--- src/rtl/core/hdd_pkg.sv ---
`default_nettype none
// ----------------------------------------------------------------------------
// hdd_pkg
// shared types and constants of the downhill deposit block
// ----------------------------------------------------------------------------
package hdd_pkg;

    typedef logic signed [15:0] height_t;

    localparam height_t HEIGHT_RESET = -16'sd650;
    localparam height_t HEIGHT_MAX   = 16'sd32767;

    // configuration register indexes
    localparam int CFG_IDX_W = 4;
    localparam logic [CFG_IDX_W-1:0] CFG_MAX_STEPS  = 4'd0;
    localparam logic [CFG_IDX_W-1:0] CFG_SLOPE_THR  = 4'd1;
    localparam logic [CFG_IDX_W-1:0] CFG_SETTLE_INC = 4'd2;
    localparam logic [CFG_IDX_W-1:0] CFG_EXHAUST_INC = 4'd3;

    localparam int CFG_DATA_W = 10;

    // register reset values
    localparam logic [7:0] MAX_STEPS_RESET   = 8'd40;
    localparam logic [9:0] SLOPE_THR_RESET   = 10'd20;
    localparam logic [9:0] SETTLE_INC_RESET  = 10'd10;
    localparam logic [9:0] EXHAUST_INC_RESET = 10'd100;

    // controller to datapath
    typedef struct packed {
        logic clear_step;
        logic load_drop;
        logic cap_here;
        logic rd_nb;
        logic nb_clr;
        logic nb_next;
        logic move;
        logic update;
    } hdd_cmd_t;

    // datapath to controller
    typedef struct packed {
        logic clear_done;
        logic budget_done;
        logic nb_on_grid;
        logic nb_lower;
        logic nb_last;
    } hdd_sts_t;

endpackage
`default_nettype wire

--- src/rtl/core/hdd_ctrl.sv ---
`default_nettype none
// ----------------------------------------------------------------------------
// hdd_ctrl
// sequencer for clearing, the downhill walk and the final update
// ----------------------------------------------------------------------------
module hdd_ctrl (
    input  wire logic              clk,
    input  wire logic              rst_n,
    input  wire logic              start,
    output logic                   busy,
    input  wire hdd_pkg::hdd_sts_t sts,
    output hdd_pkg::hdd_cmd_t      cmd
);

    localparam logic [2:0] S_CLEAR   = 3'd0;
    localparam logic [2:0] S_IDLE    = 3'd1;
    localparam logic [2:0] S_RD_HERE = 3'd2;
    localparam logic [2:0] S_HERE_W  = 3'd3;
    localparam logic [2:0] S_CHECK   = 3'd4;
    localparam logic [2:0] S_NB_SEL  = 3'd5;
    localparam logic [2:0] S_NB_W    = 3'd6;
    localparam logic [2:0] S_UPDATE  = 3'd7;

    logic [2:0] state_reg;
    logic [2:0] state_next;

    always_ff @(posedge clk or negedge rst_n)
    begin
        if (!rst_n)
        begin
            state_reg <= S_CLEAR;
        end
        else
        begin
            state_reg <= state_next;
        end
    end

    always_comb
    begin
        state_next = state_reg;
        cmd        = '0;
        unique case (state_reg)
            S_CLEAR:
            begin
                cmd.clear_step = 1'b1;
                if (sts.clear_done)
                begin
                    state_next = S_IDLE;
                end
            end
            S_IDLE:
            begin
                if (start)
                begin
                    cmd.load_drop = 1'b1;
                    state_next    = S_RD_HERE;
                end
            end
            S_RD_HERE:
            begin
                state_next = S_HERE_W;
            end
            S_HERE_W:
            begin
                cmd.cap_here = 1'b1;
                state_next   = S_CHECK;
            end
            S_CHECK:
            begin
                if (sts.budget_done)
                begin
                    state_next = S_UPDATE;
                end
                else
                begin
                    cmd.nb_clr = 1'b1;
                    state_next = S_NB_SEL;
                end
            end
            S_NB_SEL:
            begin
                if (sts.nb_on_grid)
                begin
                    cmd.rd_nb  = 1'b1;
                    state_next = S_NB_W;
                end
                else if (sts.nb_last)
                begin
                    state_next = S_UPDATE;
                end
                else
                begin
                    cmd.nb_next = 1'b1;
                end
            end
            S_NB_W:
            begin
                if (sts.nb_lower)
                begin
                    cmd.move   = 1'b1;
                    state_next = S_CHECK;
                end
                else if (sts.nb_last)
                begin
                    state_next = S_UPDATE;
                end
                else
                begin
                    cmd.nb_next = 1'b1;
                    state_next  = S_NB_SEL;
                end
            end
            S_UPDATE:
            begin
                cmd.update = 1'b1;
                state_next = S_IDLE;
            end
            default:
            begin
                state_next = S_IDLE;
            end
        endcase
    end

    assign busy = (state_reg != S_IDLE);

    // clearing happens once, after reset only
    a_clear_once: assert property (@(posedge clk) disable iff (!rst_n)
        (state_reg != S_CLEAR) |=> (state_reg != S_CLEAR))
        else $error("clear pass re-entered");

    // a move needs a qualifying neighbour that was read from the grid
    a_move_ok: assert property (@(posedge clk) disable iff (!rst_n)
        cmd.move |-> ($past(cmd.rd_nb) && sts.nb_lower))
        else $error("move without a qualifying neighbour read");

endmodule
`default_nettype wire

--- config.mk ---
export PLATFORM = sky130hd
export DESIGN_NAME = hdd_ctrl
export DESIGN_NICKNAME = d
export VERILOG_FILES = /design/src/rtl/core/hdd_pkg.sv /design/src/rtl/core/hdd_ctrl.sv
export SDC_FILE = /design/constraint.sdc
export NUM_CORES = 1
export LEC_CHECK = 0
export ABC_CLOCK_PERIOD_IN_PS = 1250
export BUFFER_PORTS_ARGS = -buffer_cell sky130_fd_sc_hd__clkbuf_2
export CAP_MARGIN = 40
export CORE_AREA = 5 5 42 44
export DETAILED_ROUTE_END_ITERATION = 12
export DIE_AREA = 0 0 47 49
export GPL_TIMING_DRIVEN = 0
export RECOVER_POWER = 50
export SYNTH_ARGS = -nofsm -noshare
export SYNTH_HDL_FRONTEND = slang
export SYNTH_SLANG_ARGS = --single-unit
--- constraint.sdc ---
create_clock -name clk -period 1.25 [get_ports clk]
set_input_delay 0.25 -clock clk [delete_from_list [all_inputs] [get_ports clk]]
set_output_delay 0.25 -clock clk [all_outputs]
set_load 0.01 [all_outputs]
-- After elaboration in Yosys (flattened, before gate mapping)
Index checks and enable logic that the tools add are counted.
- eq/ne operators: 11
- mux-type cells: 23
- reductions and logical operators: 2
- operator list (kind ; number):
    3-bit case mux with 8 select lines ; 1
    3-bit 2-to-1 mux ; 5
    1-bit 2-to-1 mux ; 14
    3-bit equality test, second input constant ; 4
    3-bit by 2-bit equality test with 1-bit output, second input constant ; 2
    2-bit 2-to-1 mux ; 2
    2-bit inequality test, second input constant ; 2
    3-bit by 1-bit equality test with 1-bit output, second input constant ; 1
    3-bit logical NOT ; 1
    3-bit by 1-bit inequality test with 1-bit output, second input constant ; 1
    3-bit inequality test, second input constant ; 1
    3-bit AND reduction ; 1
    1-bit case mux with 2 select lines ; 1
- bits in registers: 3
- output and inout port bits: 9
- logic and storage cells: 37

-- Depth between registers and ports, before layout
- word-level depth: 3
- gate-level depth with buffers: 4
- depth with buffers taken out: 3

-- Least setup slack after synthesis
Ideal clock, no wire load.
- path type: register to output
- from: register state_reg[1]
- to: output cmd[6] in the netlist's numbering
- data arrival time: 1118 ps
- required time: 1000 ps
- path slack: -118 ps
- stages on the path, launching flop included: 5
- cell sequence: dfrtp_1 buf_4 nand2b_1 or2_1 nor2_1
- RTL lines (what ; RTL line ; source):
    start: declaration ; hdd_ctrl.sv:24 ; logic [2:0] state_reg;
    start signal: assignment ; hdd_ctrl.sv:35 ; state_reg <= state_next;
    end: declaration ; hdd_ctrl.sv:12 ; output hdd_pkg::hdd_cmd_t cmd

==> impl_metrics.py <==
metrics = {
    "worst_hold_path": {
        "holdPathStages": 3,
        "worstHoldEndpoint": "state_reg[0]$_DFFE_PN0P_",
        "min-delay-start": "sts[4]",
        "hold_class": "in -> reg",
    },
    "die": {
        "die_area_um2": 2300,
        "start_util_pct": 19.6,
        "chipWidth_um": 47,
        "design.core.area_um2": 1400,
        "dieHeight_um": 49,
        "pin_count": 17,
        "num_rows": 14,
    },
    "routing": {
        "ant_nets": 0,
        "vias_per_cell": 4.57,
        "drt_iter0_markers": 3,
        "post-route-drc-count": 0,
        "drt-wirelength-per-cell_um": 12.2,
        "wl_um": 1000,
        "dr.pass1.iters": 3,
        "vias": 375,
    },
    "synth": {
        "synth_edf_count": 0,
        "netlist.area_leader.share_pct": 27.3,
        "ys.flop_type": "dfrtp_1",
        "avgSynthCellArea_um2": 7.65,
        "synthesis.nets": 44,
        "synth_area_um2": 275,
        "yosysSeqAreaShare_pct": 27.3,
        "synth.area.top_cells": "dfrtp_1 (27%), nand2b_1 (6.8%), nor2_1 (6.8%)",
        "synth_cell_type_count": 22,
        "syn-instance-count": 36,
        "ys_ff_latch": 3,
        "synthArstFlopShare_pct": 100,
        "synth_common_cells": "nor2_1 (5), nand2_1 (4), dfrtp_1 (3), nand2b_1 (3)",
        "post-synth-top-count-cell": "nor2_1",
        "synth_top_area_cell": "dfrtp_1",
        "ys_warn_count": 0,
    },
    "critical_path": {
        "crit_required_ns": 1.00,
        "arrival_ns": 1.28,
        "reg2reg_from": "state_reg[1]$_DFFE_PN0P_",
        "critical_path.top_delay_family": "simple AND/OR/NAND/NOR gates",
        "crit_buf_inv": 2,
        "slowest_stage": "dfrtp_1",
        "critPathCaptureType": "output port",
        "crit_top_cell": "buf_6",
        "worst-setup-path-type": "reg -> out",
        "cpPeakStageDelay_ns": 0.37,
        "crit_chain": "buf_6 > nand2b_4 > or2_4 > nor2_4 > buf_6",
        "crit_fanout": 3,
        "r2r_setup_slack_ns": -0.02,
        "reg2reg_to": "state_reg[0]$_DFFE_PN0P_",
        "critPathLaunchType": "flop",
        "r2r_cells": 5,
    },
    "final_layout": {
        "final_cells": 82,
        "final_net_count": 75,
        "syn_to_final_growth_pct": 127,
        "largest_reg_flops": 3,
        "layout-drive-gt1-share_pct": 68.2,
        "utilization_pct": 44.6,
        "insertedDiodeCount": 0,
    },
    "power_and_ir_drop": {
        "leakagePower_nw": 0.312,
        "powerDensity_nw_per_um2": 2760,
        "power_switching_uw": 668,
        "p_clk_share_pct": 9.9,
        "ir_worst_vdd_mv": 0.996,
        "pwr-share-seq_pct": 10.8,
        "internal_power_mw": 1.05,
        "netSwitchingFraction_pct": 38.8,
        "power_frac_comb_pct": 79.4,
    },
    "sta": {
        "setup_tns_ns": -2.04,
        "tightest_slew_ns": 0.238,
        "skew_ns": 0.000996,
        "hold_viol_final": 0,
        "fin_crit_sh_pct": 123,
        "max_freq_ghz": 0.652,
        "rsz0062_at_grt": "true",
        "fin_crit_ns": 1.53,
        "setup_violations": 10,
        "slew_viol_final": 0,
        "slew_headroom_pct": 84.0,
        "layout_setup_ws_ns": -0.283,
    },
    "placement": {
        "hpwlAfterDp_um": 602,
        "place.gp.congestion": 0.650,
        "dp.cells": 68,
        "post-place-ws_ns": -0.152,
        "io_buffers": 16,
    },
    "global_route": {
        "grt_pass1_vias": 346,
        "antenna_found_initial": 0,
        "grt_max_degree": 11,
        "gr-total-overflow": 0,
        "grt_pass1_wl_um": 1420,
        "grt_usage_pct": 8.67,
    },
    "outcome": {
        "status": "complete, but fails checks",
        "violations": "negative setup slack",
    },
    "clock_network": {
        "clkTransAtPathRegs_ns": 0.04,
        "insertion_delay_ns": 0.23,
        "h-tree-depth": 1,
        "cts-buffers-inserted": 3,
        "cts_sinks": 3,
        "clockRootBuffer": "clkbuf_4",
        "cts_buffer_depth": 2,
        "cts_tree": "built",
    },
    "run": {
        "max-cap-violations": 0,
    },
}
[worst max-delay path by stage]
stage | startpoint | cells past startpoint | slack (ns) | to
final | state_reg[1]$_DFFE_PN0P_ | 5 | -0.28 | cmd[6]
after global routing | state_reg[1]$_DFFE_PN0P_ | 4 | -0.34 | cmd[3]
after CTS | state_reg[1]$_DFFE_PN0P_ | 5 | -0.30 | cmd[6]
after detailed placement | state_reg[1]$_DFFE_PN0P_ | 5 | -0.15 | cmd[6]
after global placement | state_reg[1]$_DFFE_PN0P_ | 5 | -0.14 | cmd[6]
after floorplan | state_reg[1]$_DFFE_PN0P_ | 4 | -0.04 | cmd[6]
[worst register-to-register path, cell delays in order (launching register included)]
cell,delay (ns)
dfrtp_1,0.37
buf_6,0.12
buf_6,0.14
nor2_1,0.14
and3b_1,0.21
a2bb2oi_2,0.16
[cell families (layout without fill, tap and decap cells)]
family                 Yosys count  after routing  share of synthesized area (%)
AND/OR/NAND/NOR                 19             19                           36.8
AO/OA/AOI/OAI                    8              8                           23.6
buffers and inverters            5             35                           9.09
flip-flops                       3              3                           27.3
XOR/XNOR                         1              1                           3.18
[per-stage QoR]
step	cell area, µm²	power, mW	hold slack [ns]
after CTS	539	1.44	0.256
after global placement	410	0.941	0.0475
after floorplan	310	0.777	-0.0456
final	624	1.72	0.262
after detailed placement	410	0.958	0.0505
after global routing	624	1.84	0.286
[what timing repair did]
| item | in CTS | in global routing |
|---|---|---|
| endpoints found under the setup margin | 9 | 11 |
| pin swaps | 4 | 4 |
| gates resized for setup | 7 | 23 |
| hold buffers | 1 | 0 |
| setup buffers | 7 | 2 |
| endpoints found under the hold margin | 3 | 0 |
| cloned | 0 | 0 |
[power by group through the flow]
| stage | sequential, mW | clock, mW | combinational [mW] |
|---|---|---|---|
| after floorplan | 0.198 | 0 | 0.579 |
| after global placement | 0.205 | 0 | 0.736 |
| after detailed placement | 0.206 | 0 | 0.752 |
| after CTS | 0.184 | 0.177 | 1.08 |
| after global routing | 0.192 | 0.181 | 1.47 |
| final | 0.186 | 0.170 | 1.37 |
[placed cells by master (no fill, tap or decap), types with 2 or more instances in the layout]
master	count
clkbuf_4	3
nand2b_4	2
clkbuf_1	2
nor2_2	3
buf_4	4
buf_2	5
clkbuf_2	7
inv_1	2
nand2_1	3
dfrtp_1	3
buf_6	9
[layer usage]
metal | routed length, µm | global-route usage (%) | up-vias
met5 | 0 | 0 | -
met4 | 0 | 4.15 | 0
met3 | 84 | 3.32 | 0
met2 | 517 | 13.3 | 14
met1 | 399 | 10.1 | 176
li1 | - | - | 185
[cell type report]
cell class,instances,area [µm²]
fillers,154,777
inverters,2,7.51
repair buffers,26,206
plain buffers,3,33.8
flip-flops and latches,3,75.1
clock buffers,4,26.3
well taps,16,20.0
multi-input cells,28,255
Note: power is estimated with default switching activity, not from simulation.
